<file path="src/rtl/i2c_master_transfer_sequencer_unit_assert.svh">
// Assertion macros for the I2C master transfer sequencer.
// Expects clk and rst_n in the scope of each use.
`ifndef I2C_MASTER_TRANSFER_SEQUENCER_UNIT_ASSERT_SVH
`define I2C_MASTER_TRANSFER_SEQUENCER_UNIT_ASSERT_SVH

// Same-cycle implication.
`define MTS_ASSERT_IMP(lbl, ante, cons) \
  lbl: assert property (@(posedge clk) disable iff (!rst_n) (ante) |-> (cons)) \
    else $error("i2c sequencer check failed");

// Next-cycle implication.
`define MTS_ASSERT_NXT(lbl, ante, cons) \
  lbl: assert property (@(posedge clk) disable iff (!rst_n) (ante) |=> (cons)) \
    else $error("i2c sequencer check failed");

`endif

</file>
<file path="src/rtl/i2c_mts_pkg.sv">
// Shared types and codes of the I2C master transfer sequencer.
// No dependencies.
`default_nettype none

package i2c_mts_pkg;

  typedef enum logic [2:0] {
    CMD_LOAD_BYTE   = 3'd0,
    CMD_START_WRITE = 3'd1,
    CMD_START_READ  = 3'd2,
    CMD_BUS_STATUS  = 3'd3,
    CMD_READ_ENTRY  = 3'd4
  } cmd_t;

  typedef enum logic [2:0] {
    ACT_NONE      = 3'd0,
    ACT_START     = 3'd1,
    ACT_SEND      = 3'd2,
    ACT_RECV_ACK  = 3'd3,
    ACT_RECV_NACK = 3'd4,
    ACT_STOP      = 3'd5,
    ACT_RESTART   = 3'd6,
    ACT_RELEASE   = 3'd7
  } act_t;

  localparam logic [7:0] ST_START       = 8'h08;
  localparam logic [7:0] ST_RSTART      = 8'h10;
  localparam logic [7:0] ST_ADDR_ACK_W  = 8'h18;
  localparam logic [7:0] ST_DATA_ACK_W  = 8'h28;
  localparam logic [7:0] ST_ARB_LOST    = 8'h38;
  localparam logic [7:0] ST_ADDR_ACK_R  = 8'h40;
  localparam logic [7:0] ST_DATA_ACK_R  = 8'h50;
  localparam logic [7:0] ST_DATA_NACK_R = 8'h58;
  localparam logic [7:0] NO_FAULT       = 8'hF8;

  typedef struct packed {
    logic       accepted;
    act_t       action;
    logic       busy;
    logic       ok;
    logic [7:0] fault;
    logic       tx_sel;
    logic       rd_sel;
  } meta_t;

  typedef struct packed {
    logic       accepted;
    act_t       action;
    logic [7:0] tx_byte;
    logic       busy_res;
    logic       transfer_ok;
    logic [7:0] fault_status;
    logic [7:0] read_byte;
  } rslt_t;

  typedef struct packed {
    logic s1_valid;
    logic s2_valid;
  } pipe_stat_t;

endpackage

`default_nettype wire

</file>
<file path="src/rtl/i2c_mts_if.sv">
// Request and result channel interfaces of the I2C master transfer sequencer.
// No dependencies.
`default_nettype none

interface i2c_mts_in_if ();
  logic       valid;
  logic       ready;
  logic [2:0] command;
  logic [6:0] slave_address;
  logic [3:0] transfer_length;
  logic [3:0] buffer_index;
  logic [7:0] load_byte_value;
  logic [7:0] status_code;
  logic [7:0] received_byte;

  modport source (
    output valid, command, slave_address, transfer_length, buffer_index,
           load_byte_value, status_code, received_byte,
    input  ready
  );
  modport sink (
    input  valid, command, slave_address, transfer_length, buffer_index,
           load_byte_value, status_code, received_byte,
    output ready
  );
endinterface

interface i2c_mts_out_if ();
  logic       valid;
  logic       ready;
  logic       accepted;
  logic [2:0] bus_action;
  logic [7:0] tx_byte;
  logic       busy_res;
  logic       transfer_ok;
  logic [7:0] fault_status;
  logic [7:0] read_byte;

  modport source (
    output valid, accepted, bus_action, tx_byte, busy_res, transfer_ok,
           fault_status, read_byte,
    input  ready
  );
  modport sink (
    input  valid, accepted, bus_action, tx_byte, busy_res, transfer_ok,
           fault_status, read_byte,
    output ready
  );
endinterface

`default_nettype wire

</file>
<file path="src/rtl/i2c_mts_mem.sv">
// Byte buffer of the I2C master transfer sequencer: one write, one registered read.
// No dependencies.
`default_nettype none

module i2c_mts_mem #(
  parameter int DEPTH = 16,
  parameter int AW    = 4
) (
  input  logic          clk,
  input  logic          we,
  input  logic [AW-1:0] waddr,
  input  logic [7:0]    wdata,
  input  logic          re,
  input  logic [AW-1:0] raddr,
  output logic [7:0]    rdata
);

  logic [7:0] mem [DEPTH];
  logic [7:0] rdata_r;

  always_ff @(posedge clk) begin
    if (we) begin
      mem[waddr] <= wdata;
    end
  end

  always_ff @(posedge clk) begin
    if (re) begin
      rdata_r <= mem[raddr];
    end
  end

  assign rdata = rdata_r;

endmodule

`default_nettype wire

</file>
<file path="src/rtl/i2c_mts_ctrl.sv">
// Transfer control of the I2C master transfer sequencer: pointer, length, flags
// and fault status, plus the buffer access of each request. Uses i2c_mts_pkg.
`default_nettype none

module i2c_mts_ctrl import i2c_mts_pkg::*; #(
  parameter int BUFFER_DEPTH = 16,
  parameter int AW           = 4,
  parameter int PW           = 5
) (
  input  logic          clk,
  input  logic          rst_n,
  input  logic          fire,
  input  logic [2:0]    command,
  input  logic [6:0]    slave_address,
  input  logic [3:0]    transfer_length,
  input  logic [3:0]    buffer_index,
  input  logic [7:0]    load_byte_value,
  input  logic [7:0]    status_code,
  input  logic [7:0]    received_byte,
  output logic          mem_we,
  output logic [AW-1:0] mem_waddr,
  output logic [7:0]    mem_wdata,
  output logic          mem_re,
  output logic [AW-1:0] mem_raddr,
  output meta_t         meta
);

  localparam int CW = (PW > 5) ? PW : 5;

  logic [PW-1:0] ptr_r, ptr_nxt;
  logic [3:0]    cnt_r, cnt_nxt;
  logic          busy_r, busy_nxt;
  logic          ok_r, ok_nxt;
  logic [7:0]    fault_r, fault_nxt;

  logic [4:0]    idx_p1;
  logic [PW-1:0] eff_ptr;
  logic [PW-1:0] ptr_inc;
  logic          acc;
  act_t          act;
  logic          tx_sel;
  logic          rd_sel;

  assign idx_p1 = {1'b0, buffer_index} + 5'd1;

  always_comb begin
    ptr_nxt   = ptr_r;
    cnt_nxt   = cnt_r;
    busy_nxt  = busy_r;
    ok_nxt    = ok_r;
    fault_nxt = fault_r;
    mem_we    = 1'b0;
    mem_waddr = '0;
    mem_wdata = '0;
    mem_re    = 1'b0;
    mem_raddr = '0;
    acc       = 1'b0;
    act       = ACT_NONE;
    tx_sel    = 1'b0;
    rd_sel    = 1'b0;
    eff_ptr   = ptr_r;
    ptr_inc   = ptr_r;
    case (cmd_t'(command))
      CMD_LOAD_BYTE: begin
        if (!busy_r && CW'(idx_p1) < CW'(BUFFER_DEPTH)) begin
          mem_we    = 1'b1;
          mem_waddr = AW'(idx_p1);
          mem_wdata = load_byte_value;
          acc       = 1'b1;
        end
      end
      CMD_START_WRITE, CMD_START_READ: begin
        if (!busy_r) begin
          mem_we    = 1'b1;
          mem_waddr = '0;
          mem_wdata = {slave_address, (cmd_t'(command) == CMD_START_READ)};
          cnt_nxt   = transfer_length;
          ptr_nxt   = '0;
          busy_nxt  = 1'b1;
          ok_nxt    = 1'b0;
          act       = ACT_START;
          acc       = 1'b1;
        end
      end
      CMD_BUS_STATUS: begin
        if (busy_r) begin
          acc = 1'b1;
          case (status_code)
            ST_START, ST_RSTART, ST_ADDR_ACK_W, ST_DATA_ACK_W: begin
              if (status_code inside {ST_START, ST_RSTART}) begin
                eff_ptr = '0;
              end
              if (CW'(eff_ptr) <= CW'(cnt_r) && eff_ptr < PW'(BUFFER_DEPTH)) begin
                mem_re    = 1'b1;
                mem_raddr = AW'(eff_ptr);
                ptr_nxt   = eff_ptr + PW'(1);
                act       = ACT_SEND;
                tx_sel    = 1'b1;
              end else begin
                ptr_nxt  = eff_ptr;
                ok_nxt   = 1'b1;
                busy_nxt = 1'b0;
                act      = ACT_STOP;
              end
            end
            ST_ADDR_ACK_R: begin
              if (cnt_r == 4'd0) begin
                ok_nxt   = 1'b1;
                busy_nxt = 1'b0;
                act      = ACT_STOP;
              end else if (cnt_r == 4'd1) begin
                act = ACT_RECV_NACK;
              end else begin
                act = ACT_RECV_ACK;
              end
            end
            ST_DATA_ACK_R: begin
              if (ptr_r < PW'(BUFFER_DEPTH)) begin
                mem_we    = 1'b1;
                mem_waddr = AW'(ptr_r);
                mem_wdata = received_byte;
                ptr_inc   = ptr_r + PW'(1);
              end
              ptr_nxt = ptr_inc;
              act     = (CW'(ptr_inc) >= CW'(cnt_r)) ? ACT_RECV_NACK : ACT_RECV_ACK;
            end
            ST_DATA_NACK_R: begin
              if (ptr_r < PW'(BUFFER_DEPTH)) begin
                mem_we    = 1'b1;
                mem_waddr = AW'(ptr_r);
                mem_wdata = received_byte;
              end
              ok_nxt   = 1'b1;
              busy_nxt = 1'b0;
              act      = ACT_STOP;
            end
            ST_ARB_LOST: begin
              act = ACT_RESTART;
            end
            default: begin
              fault_nxt = status_code;
              busy_nxt  = 1'b0;
              act       = ACT_RELEASE;
            end
          endcase
        end
      end
      CMD_READ_ENTRY: begin
        acc = 1'b1;
        if (CW'(buffer_index) < CW'(BUFFER_DEPTH)) begin
          mem_re    = 1'b1;
          mem_raddr = AW'(buffer_index);
          rd_sel    = 1'b1;
        end
      end
      default: begin
      end
    endcase
    if (!fire) begin
      mem_we = 1'b0;
      mem_re = 1'b0;
    end
  end

  always_comb begin
    meta.accepted = acc;
    meta.action   = act;
    meta.busy     = busy_nxt;
    meta.ok       = ok_nxt;
    meta.fault    = fault_nxt;
    meta.tx_sel   = tx_sel;
    meta.rd_sel   = rd_sel;
  end

  always_ff @(posedge clk) begin
    if (!rst_n) begin
      ptr_r   <= '0;
      cnt_r   <= '0;
      busy_r  <= 1'b0;
      ok_r    <= 1'b0;
      fault_r <= NO_FAULT;
    end else if (fire) begin
      ptr_r   <= ptr_nxt;
      cnt_r   <= cnt_nxt;
      busy_r  <= busy_nxt;
      ok_r    <= ok_nxt;
      fault_r <= fault_nxt;
    end
  end

endmodule

`default_nettype wire

</file>
<file path="src/rtl/i2c_mts_out.sv">
// Result pipeline of the I2C master transfer sequencer: buffer read stage and
// output register with flow control. Uses i2c_mts_pkg.
`default_nettype none

module i2c_mts_out import i2c_mts_pkg::*; (
  input  logic       clk,
  input  logic       rst_n,
  input  logic       fire,
  input  meta_t      meta_in,
  input  logic [7:0] rdata,
  input  logic       out_ready,
  output logic       out_valid,
  output rslt_t      rslt,
  output logic       in_ready,
  output pipe_stat_t stat
);

  logic  s1_valid_r, s1_valid_nxt;
  meta_t s1_meta_r;
  logic  s2_valid_r, s2_valid_nxt;
  rslt_t s2_rslt_r;
  rslt_t s2_rslt_nxt;
  logic  s1_adv;

  assign s1_adv   = s1_valid_r && (!s2_valid_r || out_ready);
  assign in_ready = !s1_valid_r || s1_adv;

  always_comb begin
    s1_valid_nxt = s1_valid_r;
    if (fire) begin
      s1_valid_nxt = 1'b1;
    end else if (s1_adv) begin
      s1_valid_nxt = 1'b0;
    end
    s2_valid_nxt = s2_valid_r;
    if (s1_adv) begin
      s2_valid_nxt = 1'b1;
    end else if (out_ready) begin
      s2_valid_nxt = 1'b0;
    end
    s2_rslt_nxt.accepted     = s1_meta_r.accepted;
    s2_rslt_nxt.action       = s1_meta_r.action;
    s2_rslt_nxt.tx_byte      = s1_meta_r.tx_sel ? rdata : 8'd0;
    s2_rslt_nxt.busy_res     = s1_meta_r.busy;
    s2_rslt_nxt.transfer_ok  = s1_meta_r.ok;
    s2_rslt_nxt.fault_status = s1_meta_r.fault;
    s2_rslt_nxt.read_byte    = s1_meta_r.rd_sel ? rdata : 8'd0;
  end

  always_ff @(posedge clk) begin
    if (!rst_n) begin
      s1_valid_r <= 1'b0;
      s2_valid_r <= 1'b0;
    end else begin
      s1_valid_r <= s1_valid_nxt;
      s2_valid_r <= s2_valid_nxt;
    end
  end

  always_ff @(posedge clk) begin
    if (fire) begin
      s1_meta_r <= meta_in;
    end
    if (s1_adv) begin
      s2_rslt_r <= s2_rslt_nxt;
    end
  end

  assign out_valid     = s2_valid_r;
  assign rslt          = s2_rslt_r;
  assign stat.s1_valid = s1_valid_r;
  assign stat.s2_valid = s2_valid_r;

endmodule

`default_nettype wire

</file>
<file path="src/rtl/i2c_master_transfer_sequencer_unit.sv">
// Top level of the I2C master transfer sequencer: control, byte buffer, result pipeline.
// Uses i2c_mts_pkg, i2c_mts_if, i2c_mts_ctrl, i2c_mts_mem, i2c_mts_out.
//
//   channel   dir  handshake          payload
//   in_ch     in   valid/ready        command, address, length, index, bytes, status
//   out_ch    out  valid/ready        accepted, bus action, tx/read bytes, flags, fault
//
// One request per cycle while the result channel is not stalled; a result passes
// through the registered read port of the byte buffer and then the output register.
// Control state updates at acceptance, so consecutive requests need no interlock.
// Reset clears pointer, length and flags and sets the fault status to 0xF8.
// A stalled result holds in the output register while one more request is taken.
`default_nettype none
`include "i2c_master_transfer_sequencer_unit_assert.svh"

module i2c_master_transfer_sequencer_unit import i2c_mts_pkg::*; #(
  parameter int BUFFER_DEPTH = 16
) (
  input logic           clk,
  input logic           rst_n,
  i2c_mts_in_if.sink    in_ch,
  i2c_mts_out_if.source out_ch
);

  localparam int AW = $clog2(BUFFER_DEPTH);
  localparam int PW = $clog2(BUFFER_DEPTH + 1);

  logic          in_fire;
  logic          mem_we;
  logic [AW-1:0] mem_waddr;
  logic [7:0]    mem_wdata;
  logic          mem_re;
  logic [AW-1:0] mem_raddr;
  logic [7:0]    mem_rdata;
  meta_t         meta;
  rslt_t         rslt;
  logic          in_ready;
  pipe_stat_t    stat;

  assign in_fire     = in_ch.valid && in_ready;
  assign in_ch.ready = in_ready;

  i2c_mts_ctrl #(
    .BUFFER_DEPTH (BUFFER_DEPTH),
    .AW           (AW),
    .PW           (PW)
  ) u_ctrl (
    .clk             (clk),
    .rst_n           (rst_n),
    .fire            (in_fire),
    .command         (in_ch.command),
    .slave_address   (in_ch.slave_address),
    .transfer_length (in_ch.transfer_length),
    .buffer_index    (in_ch.buffer_index),
    .load_byte_value (in_ch.load_byte_value),
    .status_code     (in_ch.status_code),
    .received_byte   (in_ch.received_byte),
    .mem_we          (mem_we),
    .mem_waddr       (mem_waddr),
    .mem_wdata       (mem_wdata),
    .mem_re          (mem_re),
    .mem_raddr       (mem_raddr),
    .meta            (meta)
  );

  i2c_mts_mem #(
    .DEPTH (BUFFER_DEPTH),
    .AW    (AW)
  ) u_mem (
    .clk   (clk),
    .we    (mem_we),
    .waddr (mem_waddr),
    .wdata (mem_wdata),
    .re    (mem_re),
    .raddr (mem_raddr),
    .rdata (mem_rdata)
  );

  i2c_mts_out u_out (
    .clk       (clk),
    .rst_n     (rst_n),
    .fire      (in_fire),
    .meta_in   (meta),
    .rdata     (mem_rdata),
    .out_ready (out_ch.ready),
    .out_valid (out_ch.valid),
    .rslt      (rslt),
    .in_ready  (in_ready),
    .stat      (stat)
  );

  assign out_ch.accepted     = rslt.accepted;
  assign out_ch.bus_action   = rslt.action;
  assign out_ch.tx_byte      = rslt.tx_byte;
  assign out_ch.busy_res     = rslt.busy_res;
  assign out_ch.transfer_ok  = rslt.transfer_ok;
  assign out_ch.fault_status = rslt.fault_status;
  assign out_ch.read_byte    = rslt.read_byte;

  `MTS_ASSERT_IMP(a_send_busy, out_ch.valid && out_ch.bus_action == ACT_SEND,
                  out_ch.accepted && out_ch.busy_res)
  `MTS_ASSERT_IMP(a_stop_done, out_ch.valid && out_ch.bus_action == ACT_STOP,
                  out_ch.transfer_ok && !out_ch.busy_res)
  `MTS_ASSERT_IMP(a_no_overrun, in_ch.ready,
                  !stat.s1_valid || !stat.s2_valid || out_ch.ready)
  `MTS_ASSERT_NXT(a_fire_fills, in_fire, stat.s1_valid)

endmodule

`default_nettype wire
</file>
<file path="src/flat_wrapper.sv">
// flat-port wrapper written by rule: the top's interface ports become plain ports
module i2c_master_transfer_sequencer_unit_flat import i2c_mts_pkg::*;
#(
  parameter int BUFFER_DEPTH = 16
)
  (clk, rst_n, in_ch_valid, in_ch_command, in_ch_slave_address, in_ch_transfer_length, in_ch_buffer_index, in_ch_load_byte_value, in_ch_status_code, in_ch_received_byte, in_ch_ready, out_ch_valid, out_ch_accepted, out_ch_bus_action, out_ch_tx_byte, out_ch_busy_res, out_ch_transfer_ok, out_ch_fault_status, out_ch_read_byte, out_ch_ready);
  i2c_mts_in_if in_ch_i ();
  i2c_mts_out_if out_ch_i ();
  input logic clk;
  input logic rst_n;
  input wire logic [$bits(in_ch_i.valid)-1:0] in_ch_valid;
  input wire logic [$bits(in_ch_i.command)-1:0] in_ch_command;
  input wire logic [$bits(in_ch_i.slave_address)-1:0] in_ch_slave_address;
  input wire logic [$bits(in_ch_i.transfer_length)-1:0] in_ch_transfer_length;
  input wire logic [$bits(in_ch_i.buffer_index)-1:0] in_ch_buffer_index;
  input wire logic [$bits(in_ch_i.load_byte_value)-1:0] in_ch_load_byte_value;
  input wire logic [$bits(in_ch_i.status_code)-1:0] in_ch_status_code;
  input wire logic [$bits(in_ch_i.received_byte)-1:0] in_ch_received_byte;
  output wire logic [$bits(in_ch_i.ready)-1:0] in_ch_ready;
  output wire logic [$bits(out_ch_i.valid)-1:0] out_ch_valid;
  output wire logic [$bits(out_ch_i.accepted)-1:0] out_ch_accepted;
  output wire logic [$bits(out_ch_i.bus_action)-1:0] out_ch_bus_action;
  output wire logic [$bits(out_ch_i.tx_byte)-1:0] out_ch_tx_byte;
  output wire logic [$bits(out_ch_i.busy_res)-1:0] out_ch_busy_res;
  output wire logic [$bits(out_ch_i.transfer_ok)-1:0] out_ch_transfer_ok;
  output wire logic [$bits(out_ch_i.fault_status)-1:0] out_ch_fault_status;
  output wire logic [$bits(out_ch_i.read_byte)-1:0] out_ch_read_byte;
  input wire logic [$bits(out_ch_i.ready)-1:0] out_ch_ready;
  assign in_ch_i.valid = in_ch_valid;
  assign in_ch_i.command = in_ch_command;
  assign in_ch_i.slave_address = in_ch_slave_address;
  assign in_ch_i.transfer_length = in_ch_transfer_length;
  assign in_ch_i.buffer_index = in_ch_buffer_index;
  assign in_ch_i.load_byte_value = in_ch_load_byte_value;
  assign in_ch_i.status_code = in_ch_status_code;
  assign in_ch_i.received_byte = in_ch_received_byte;
  assign in_ch_ready = in_ch_i.ready;
  assign out_ch_valid = out_ch_i.valid;
  assign out_ch_accepted = out_ch_i.accepted;
  assign out_ch_bus_action = out_ch_i.bus_action;
  assign out_ch_tx_byte = out_ch_i.tx_byte;
  assign out_ch_busy_res = out_ch_i.busy_res;
  assign out_ch_transfer_ok = out_ch_i.transfer_ok;
  assign out_ch_fault_status = out_ch_i.fault_status;
  assign out_ch_read_byte = out_ch_i.read_byte;
  assign out_ch_i.ready = out_ch_ready;
  i2c_master_transfer_sequencer_unit #(.BUFFER_DEPTH(BUFFER_DEPTH)) u_core (.clk(clk), .rst_n(rst_n), .in_ch(in_ch_i), .out_ch(out_ch_i));
endmodule
</file>
<file path="config.mk">
export PLATFORM = sky130hd
export DESIGN_NAME = i2c_master_transfer_sequencer_unit_flat
export DESIGN_NICKNAME = d
export VERILOG_FILES = /design/src/rtl/i2c_mts_pkg.sv /design/src/rtl/i2c_mts_if.sv /design/src/rtl/i2c_mts_mem.sv /design/src/rtl/i2c_mts_ctrl.sv /design/src/rtl/i2c_mts_out.sv /design/src/rtl/i2c_master_transfer_sequencer_unit.sv /design/src/flat_wrapper.sv
export VERILOG_INCLUDE_DIRS = /design/src /design/src/rtl
export SDC_FILE = /design/constraint.sdc
export NUM_CORES = 1
export LEC_CHECK = 0
export BUFFER_PORTS_ARGS = -buffer_cell sky130_fd_sc_hd__buf_2
export CAP_MARGIN = 30
export CORE_MARGIN = 2
export CORE_UTILIZATION = 40
export CTS_BUF_LIST = sky130_fd_sc_hd__clkbuf_8
export DETAILED_ROUTE_END_ITERATION = 10
export PLACE_DENSITY_LB_ADDON = 0.1
export SYNTH_ARGS = -nofsm -noshare
export SYNTH_HDL_FRONTEND = slang
export SYNTH_SLANG_ARGS = --single-unit
</file>
<file path="constraint.sdc">
create_clock -name clk -period 4.51 [get_ports clk]
set_input_delay 0.2255 -clock clk [delete_from_list [all_inputs] [get_ports clk]]
set_output_delay 0.2255 -clock clk [all_outputs]
set_load 0.02 [all_outputs]
</file>
==> impl_metrics.json, run 1 <==
{
  "syn_to_final_growth_pct": 17.8,
  "worst_r2r_startpoint": "u_core.u_ctrl.ptr_r[1]",
  "cp-startpoint": "in_ch_status_code[2]",
  "htree_levels": 2,
  "critPathMaxStageDelay_ns": 0.57,
  "postPlaceCellArea_mm2": 0.00969,
  "final_layout_size_suffix_gt1_frac": 0.204,
  "cap_viol_max_count": 0,
  "totalWireLength_mm": 23.0,
  "async_reset_ff_frac": 0,
  "hold_viol": 0,
  "antenna_found_initial": 1,
  "cts-resized-gates": 0,
  "start_kind": "input port",
  "fin_crit_sh": 0.906,
  "critPathCaptureType": "register",
  "cp_data_required_time_ns": 4.76,
  "worstSetupPathType": "in -> reg",
  "synth_largest_area_cell": "edfxtp_1",
  "synth_compound_area_frac": 0.0947,
  "dr.first_iter.drc_count": 599,
  "total_power_uw": 4070,
  "pre_cts_slack_ns": -0.0585,
  "slowest_stage": "or4_1",
  "die_w_um": 153,
  "muxShareOfSynthArea": 0.0137,
  "grt_overflow": 0,
  "p_per_area_mw_per_mm2": 390,
  "synthAdderAreaFrac": 0.0184,
  "post-route-min-period_ns": 4.08,
  "wl_met1_mm": 10.4,
  "path_depth": 16,
  "slew_headroom": 0.340,
  "drv_slew": 0,
  "final_area_mm2": 0.0104,
  "synth_top_cell_area_share": 0.618,
  "synthXorXnorAreaFrac": 0.00594,
  "io_buffers": 77,
  "coreArea_mm2": 0.0218,
  "cts_root_buf": "clkbuf_8",
  "grt_pass1_vias": 6229,
  "tightest_slew_ns": 0.986,
  "grt_pass1_wl_mm": 35.7,
  "die_h_um": 153,
  "num_rows": 54,
  "drc": 0,
  "io_pins": 78,
  "ys_ff_latch": 203,
  "synth_nets": 776,
  "met3_length_mm": 1.27,
  "p_leak_uw": 0.00379,
  "path_cells": "buf_2 > or4_4 > or4_1 > and2_1 > ha_1 > nor2b_1 > or4_1 > a32o_2 > inv_1 > ha_1 > a22oi_2 > buf_4 > and3_1 > a31oi_1 > a31oi_1 > or3_1",
  "setup_viol": 0,
  "gr-usage-all-layers": 0.197,
  "wl_per_cell_um": 20.4,
  "cts_max_path_buffers": 3,
  "finish.utilization": 0.479,
  "cp_max_fo": 28,
  "synth_area_leaders": "edfxtp_1, nand3_1, dfxtp_1",
  "synth_top_family_by_area": "simple AND/OR/NAND/NOR gates",
  "hold_buffers": 4,
  "holdWs_ns": 0.0190,
  "clock_latency_ns": 0.51,
  "ys.flop_type": "edfxtp_1",
  "cpLargestDelayFamily": "simple AND/OR/NAND/NOR gates",
  "diodes": 0,
  "syn_avg_cell_area_um2": 12.3,
  "cts_buffers": 35,
  "crit_path_end": "u_core.u_mem.rdata[4]",
  "max_freq_ghz": 0.245,
  "gp_congestion": 0.881,
  "fin_nets": 883,
  "reg2reg_slack_ns": 0.95,
  "vias": 6264,
  "dieArea_mm2": 0.0233,
  "synth-simple-area-share": 0.175,
  "netlist_area_mm2": 0.00885,
  "synth_edf_count": 182,
  "initial_core_util": 0.407,
  "routed-wl-met2_mm": 10.8,
  "hpwl_mm": 15.0,
  "vdd_drop_max_v": 0.000213,
  "reg2reg_depth": 13,
  "ant_nets": 0,
  "cts_tree": "built",
  "rsz0062_at_grt": "no",
  "critPathBufInv": 3,
  "ys_types": 56,
  "vias_per_cell": 5.56,
  "drtPass1Iterations": 4,
  "r2r-end": "u_core.u_mem.rdata[4]",
  "grt_max_degree": 65,
  "netlist_instances": 717,
  "top_layer_used": "met4",
  "yosysWarnings": 0,
  "clock_skew_ns": 0.0196,
  "cts.sinks": 203,
  "cp.arrival_ns": 4.33,
  "yosysSeqAreaShare": 0.665,
  "postCtsSetupRepairBufs": 0,
  "clkTransAtPathRegs_ns": 0.06,
  "outcome": "completed",
  "hold_path_class": "in -> reg",
  "layout_setup_ws_ns": 0.426
}
==> cell families after synthesis <==
family                   Yosys count
AO/OA/AOI/OAI                    116
XOR/XNOR                           6
adder cells (fa/ha/maj)           13
buffers and inverters             57
flip-flops                       203
multiplexers                      11
AND/OR/NAND/NOR                  311
==> worst min path at each step <==
stage	startpoint	to	cells after the start	slack [ns]
after floorplan	in_ch_valid	u_core.u_out.s1_valid_r	2	0.36
after global placement	u_core.u_out.s1_meta_r[7]	u_core.u_out.rslt[13]	0	0.40
after detailed placement	u_core.u_out.s1_meta_r[3]	u_core.u_out.rslt[9]	0	0.40
after CTS	in_ch_transfer_length[2]	u_core.u_ctrl.cnt_r[2]	3	0.0007
after global routing	in_ch_transfer_length[2]	u_core.u_ctrl.cnt_r[2]	3	0.02
final	in_ch_transfer_length[2]	u_core.u_ctrl.cnt_r[2]	3	0.02
==> cells in the mapped netlist (all sizes together), types with 2 or more instances <==
cell type / number
and2: 20
o211ai: 3
inv: 16
ha: 13
a21oi: 14
edfxtp: 182
nor2b: 9
nor3b: 4
a22oi: 5
o21ai: 15
o31ai: 3
a32o: 9
o21a: 4
xor2: 2
mux2: 9
or4: 6
clkbuf: 33
a31oi: 34
or3: 10
nor3: 9
nand4: 8
a21o: 2
nand2: 74
xnor2: 4
nor2: 45
a211oi: 3
and3: 20
nand2b: 6
buf: 8
a22o: 3
a21boi: 6
mux2i: 2
dfxtp: 21
a222oi: 7
nand3: 97
==> registers in the layout, indices dropped and copies added, names as in the netlist <==
| register | flops |
|---|---|
| u_core.u_mem.mem | 128 |
| u_core.u_out.rslt | 30 |
| u_core.u_out.s1_meta_r | 16 |
| u_core.u_ctrl.fault_r | 8 |
| u_core.u_mem.rdata | 8 |
| u_core.u_ctrl.ptr_r | 5 |
| u_core.u_ctrl.cnt_r | 4 |
| u_core.u_ctrl.busy_r | 1 |
| u_core.u_ctrl.ok_r | 1 |
| u_core.u_out.out_valid | 1 |
| u_core.u_out.s1_valid_r | 1 |
==> tightest hold or removal path, cell delays in order <==
cell and delay (ns):
buf_2 0.10, nand3_1 0.07, a21boi_0 0.08
==> power breakdown <==
part / leakage, uW / switching [uW] / internal (uW) / total (uW)
combinational: 0.00156 / 176 / 92.0 / 268
sequential: 0.00186 / 13.3 / 2090 / 2110
clock: 0.000369 / 739 / 953 / 1690
==> cell usage in the layout, fill, tap and decap left out, types with 3 or more instances in the layout <==
| master | Yosys | layout |
|---|---|---|
| buf_12 | 0 | 4 |
| o21ai_0 | 14 | 14 |
| nor2_1 | 43 | 43 |
| a21oi_1 | 14 | 14 |
| bufinv_16 | 0 | 4 |
| a211oi_1 | 3 | 3 |
| nor2b_1 | 9 | 8 |
| edfxtp_1 | 182 | 182 |
| a32o_1 | 8 | 8 |
| inv_1 | 16 | 22 |
| o211ai_1 | 3 | 3 |
| and2_1 | 20 | 20 |
| or3_1 | 10 | 10 |
| clkinv_1 | 0 | 11 |
| mux2_2 | 9 | 9 |
| a22oi_1 | 4 | 3 |
| o21a_1 | 4 | 4 |
| nand2b_1 | 6 | 6 |
| buf_4 | 0 | 26 |
| nand4_1 | 8 | 8 |
| and3_1 | 20 | 20 |
| nand2_1 | 74 | 74 |
| nor3_1 | 9 | 8 |
| nand3_1 | 97 | 97 |
| or4_1 | 4 | 4 |
| dfxtp_1 | 21 | 21 |
| dlygate4sd3_1 | 0 | 4 |
| a222oi_1 | 7 | 7 |
| a31oi_1 | 34 | 34 |
| clkbuf_8 | 0 | 35 |
| a21boi_0 | 6 | 6 |
| clkinv_2 | 0 | 3 |
| ha_1 | 13 | 13 |
| nor3b_1 | 4 | 4 |
| xnor2_1 | 4 | 4 |
| buf_2 | 4 | 77 |
==> per-stage QoR <==
step	setup TNS, ns	std cells
after global routing	0	1127
after floorplan	0	717
after detailed placement	-0.115	1062
after CTS	0	1126
after global placement	0	1062
final	0	1127
==> per-layer routing <==
layer  global-route usage  up-vias
li1                     -     2932
met1                0.272     3081
met2                0.310      207
met3               0.0375       44
met4               0.0750        0
met5                    0        -
==> layout make-up <==
class | instances | area (um^2)
clock buffers | 35 | 482
clock inverters | 25 | 206
fillers | 1974 | 11300
inverters | 16 | 60.1
multi-input cells | 457 | 2740
flip-flops and latches | 203 | 5890
well taps | 280 | 350
repair buffers | 111 | 701
Power figures use the tool's default switching activity.
==> run 2: changes to the inputs <==
- clock period: 4.51 -> 4 ns (I/O delays scaled with it)
==> run 2 against run 1 <==
Worst setup slack worse by 0.37 ns; combinational power up 25%; die area did not move; clock power grew 7%; worst hold slack improved by 0.039 ns.
==> impl_metrics.json, run 2 (synthesized netlist as in run 1, its figures left out) <==
{
  "cts.sinks": 203,
  "cp_max_fo": 16,
  "top_register": "u_core.u_mem.mem",
  "critPathCaptureType": "register",
  "cts_root_buf": "clkbuf_8",
  "multi_input_area_mm2": 0.00288,
  "clock_latency_ns": 0.54,
  "dieArea_mm2": 0.0233,
  "diodes": 0,
  "clock_skew_ns": 0.0351,
  "cp.arrival_ns": 4.19,
  "fin_crit_sh": 0.987,
  "grt_max_degree": 44,
  "holdWs_ns": 0.0581,
  "finish.utilization": 0.504,
  "rsz0062_at_grt": "no",
  "syn_to_final_growth_pct": 23.8,
  "htree_levels": 2,
  "clockPowerShare": 0.399,
  "die_h_um": 153,
  "reg2reg_depth": 14,
  "num_rows": 54,
  "finalNonFillerCells": 1178,
  "totalWireLength_mm": 24.4,
  "reg2reg_slack_ns": 0.41,
  "p_int_uw": 3450,
  "ant_nets": 0,
  "drc": 0,
  "fillers": 1956,
  "coreArea_mm2": 0.0218,
  "gr-usage-all-layers": 0.206,
  "fin_nets": 932,
  "setup_viol": 0,
  "final_common_cell": "edfxtp_1",
  "vdd_drop_max_v": 0.000259,
  "switching_share": 0.235,
  "p_leak_uw": 0.00410,
  "hold_path_class": "in -> reg",
  "die_w_um": 153,
  "hold_viol": 0,
  "drtPass1Iterations": 5,
  "final_cell_mix": "edfxtp_1, nand3_1, buf_2, nand2_1, buf_4",
  "postPlaceCellArea_mm2": 0.0102,
  "initial_core_util": 0.407,
  "max_freq_ghz": 0.253,
  "vias_per_cell": 5.58,
  "tightest_slew_ns": 0.852,
  "seqPwrFrac": 0.526,
  "p_per_area_mw_per_mm2": 412,
  "antenna_found_initial": 0,
  "worstSetupPathType": "in -> reg",
  "gp_congestion": 0.894,
  "p_sw_uw": 1060,
  "wl_per_cell_um": 20.7,
  "hpwl_mm": 16.9,
  "io_buffers": 77,
  "final_area_mm2": 0.0110,
  "final_layout_size_suffix_gt1_frac": 0.278,
  "clkTransAtPathRegs_ns": 0.06,
  "dp.cells": 1112,
  "final-seq-area_mm2": 0.00589,
  "comb_power_share": 0.075,
  "drv_slew": 0,
  "cts_max_path_buffers": 3,
  "grt_pass1_wl_mm": 37.1,
  "cts_buffers": 34,
  "start_kind": "input port",
  "cap_viol_max_count": 0,
  "outcome": "completed",
  "io_pins": 78,
  "hold_depth": 3,
  "grt_overflow": 0,
  "cp_data_required_time_ns": 4.25,
  "post-route-min-period_ns": 3.95,
  "grt_pass1_vias": 6416,
  "vias": 6569,
  "dr.first_iter.drc_count": 689,
  "largest_reg_flops": 128,
  "cts_tree": "built",
  "slew_headroom": 0.432
}
==> run 2: worst paths after layout <==
kind,startpoint,endpoint
worst max-delay path,in_ch_status_code[0],u_core.u_mem.rdata[0]
worst min-delay path,out_ch_ready,u_core.u_out.out_valid
worst max register to register,u_core.u_ctrl.ptr_r[1],u_core.u_mem.rdata[0]
worst min register to register,u_core.u_out.s1_meta_r[12],u_core.u_out.rslt[26]
==> run 2: power by group through the flow <==
stage | registers, uW | logic, uW | clock network [uW]
after floorplan | 2430 | 168 | 0
after global placement | 2420 | 328 | 0
after detailed placement | 2420 | 330 | 0
after CTS | 2380 | 335 | 1850
after global routing | 2380 | 365 | 1940
final | 2380 | 336 | 1800
==> run 2: stage by stage <==
stage,power (uW),setup WS [ns],TNS [ns]
6_report,4510,0.0527,0
5_1_grt,4680,0.00490,0
4_1_cts,4560,0.107,0
3_5_place_dp,2750,-0.426,-3.06
3_3_place_gp,2750,-0.351,-2.58
2_1_floorplan,2600,-0.104,-0.770
==> run 2: critical path, stage by stage <==
cell and delay [ns]:
buf_2 0.11, or4_4 0.53, or4_4 0.58, and2_4 0.20
ha_4 0.21, nor2b_1 0.12, or4_1 0.44, a32o_2 0.28
inv_2 0.08, ha_4 0.14, a22oi_2 0.07, buf_12 0.18
buf_4 0.20, nand3_2 0.09, nand4_1 0.14, a32o_1 0.29
or3_1 0.32
==> run 2: final cells by class <==
cell class / instances / area share
tap: 280 / 0.0320
clock buffer: 36 / 0.0452
clock inverter: 25 / 0.0150
multi-input combinational: 457 / 0.263
sequential: 203 / 0.537
inverter: 16 / 0.00548
timing repair buffer: 161 / 0.102
==> run 2: routing by layer <==
metal / up-vias / track usage / wire [um]
li1: 3041 / - / -
met1: 3205 / 0.293 / 10900
met2: 279 / 0.318 / 11100
met3: 44 / 0.0466 / 1850
met4: 0 / 0.0622 / 515
met5: - / 0 / 0
==> run 2: timing repair <==
item                                    4_1_cts  5_1_grt
endpoints found under the setup margin        0        1
setup buffers                                 0        0
hold buffers                                  5        0
endpoints found under the hold margin         5        0
gates resized for setup                       0        2
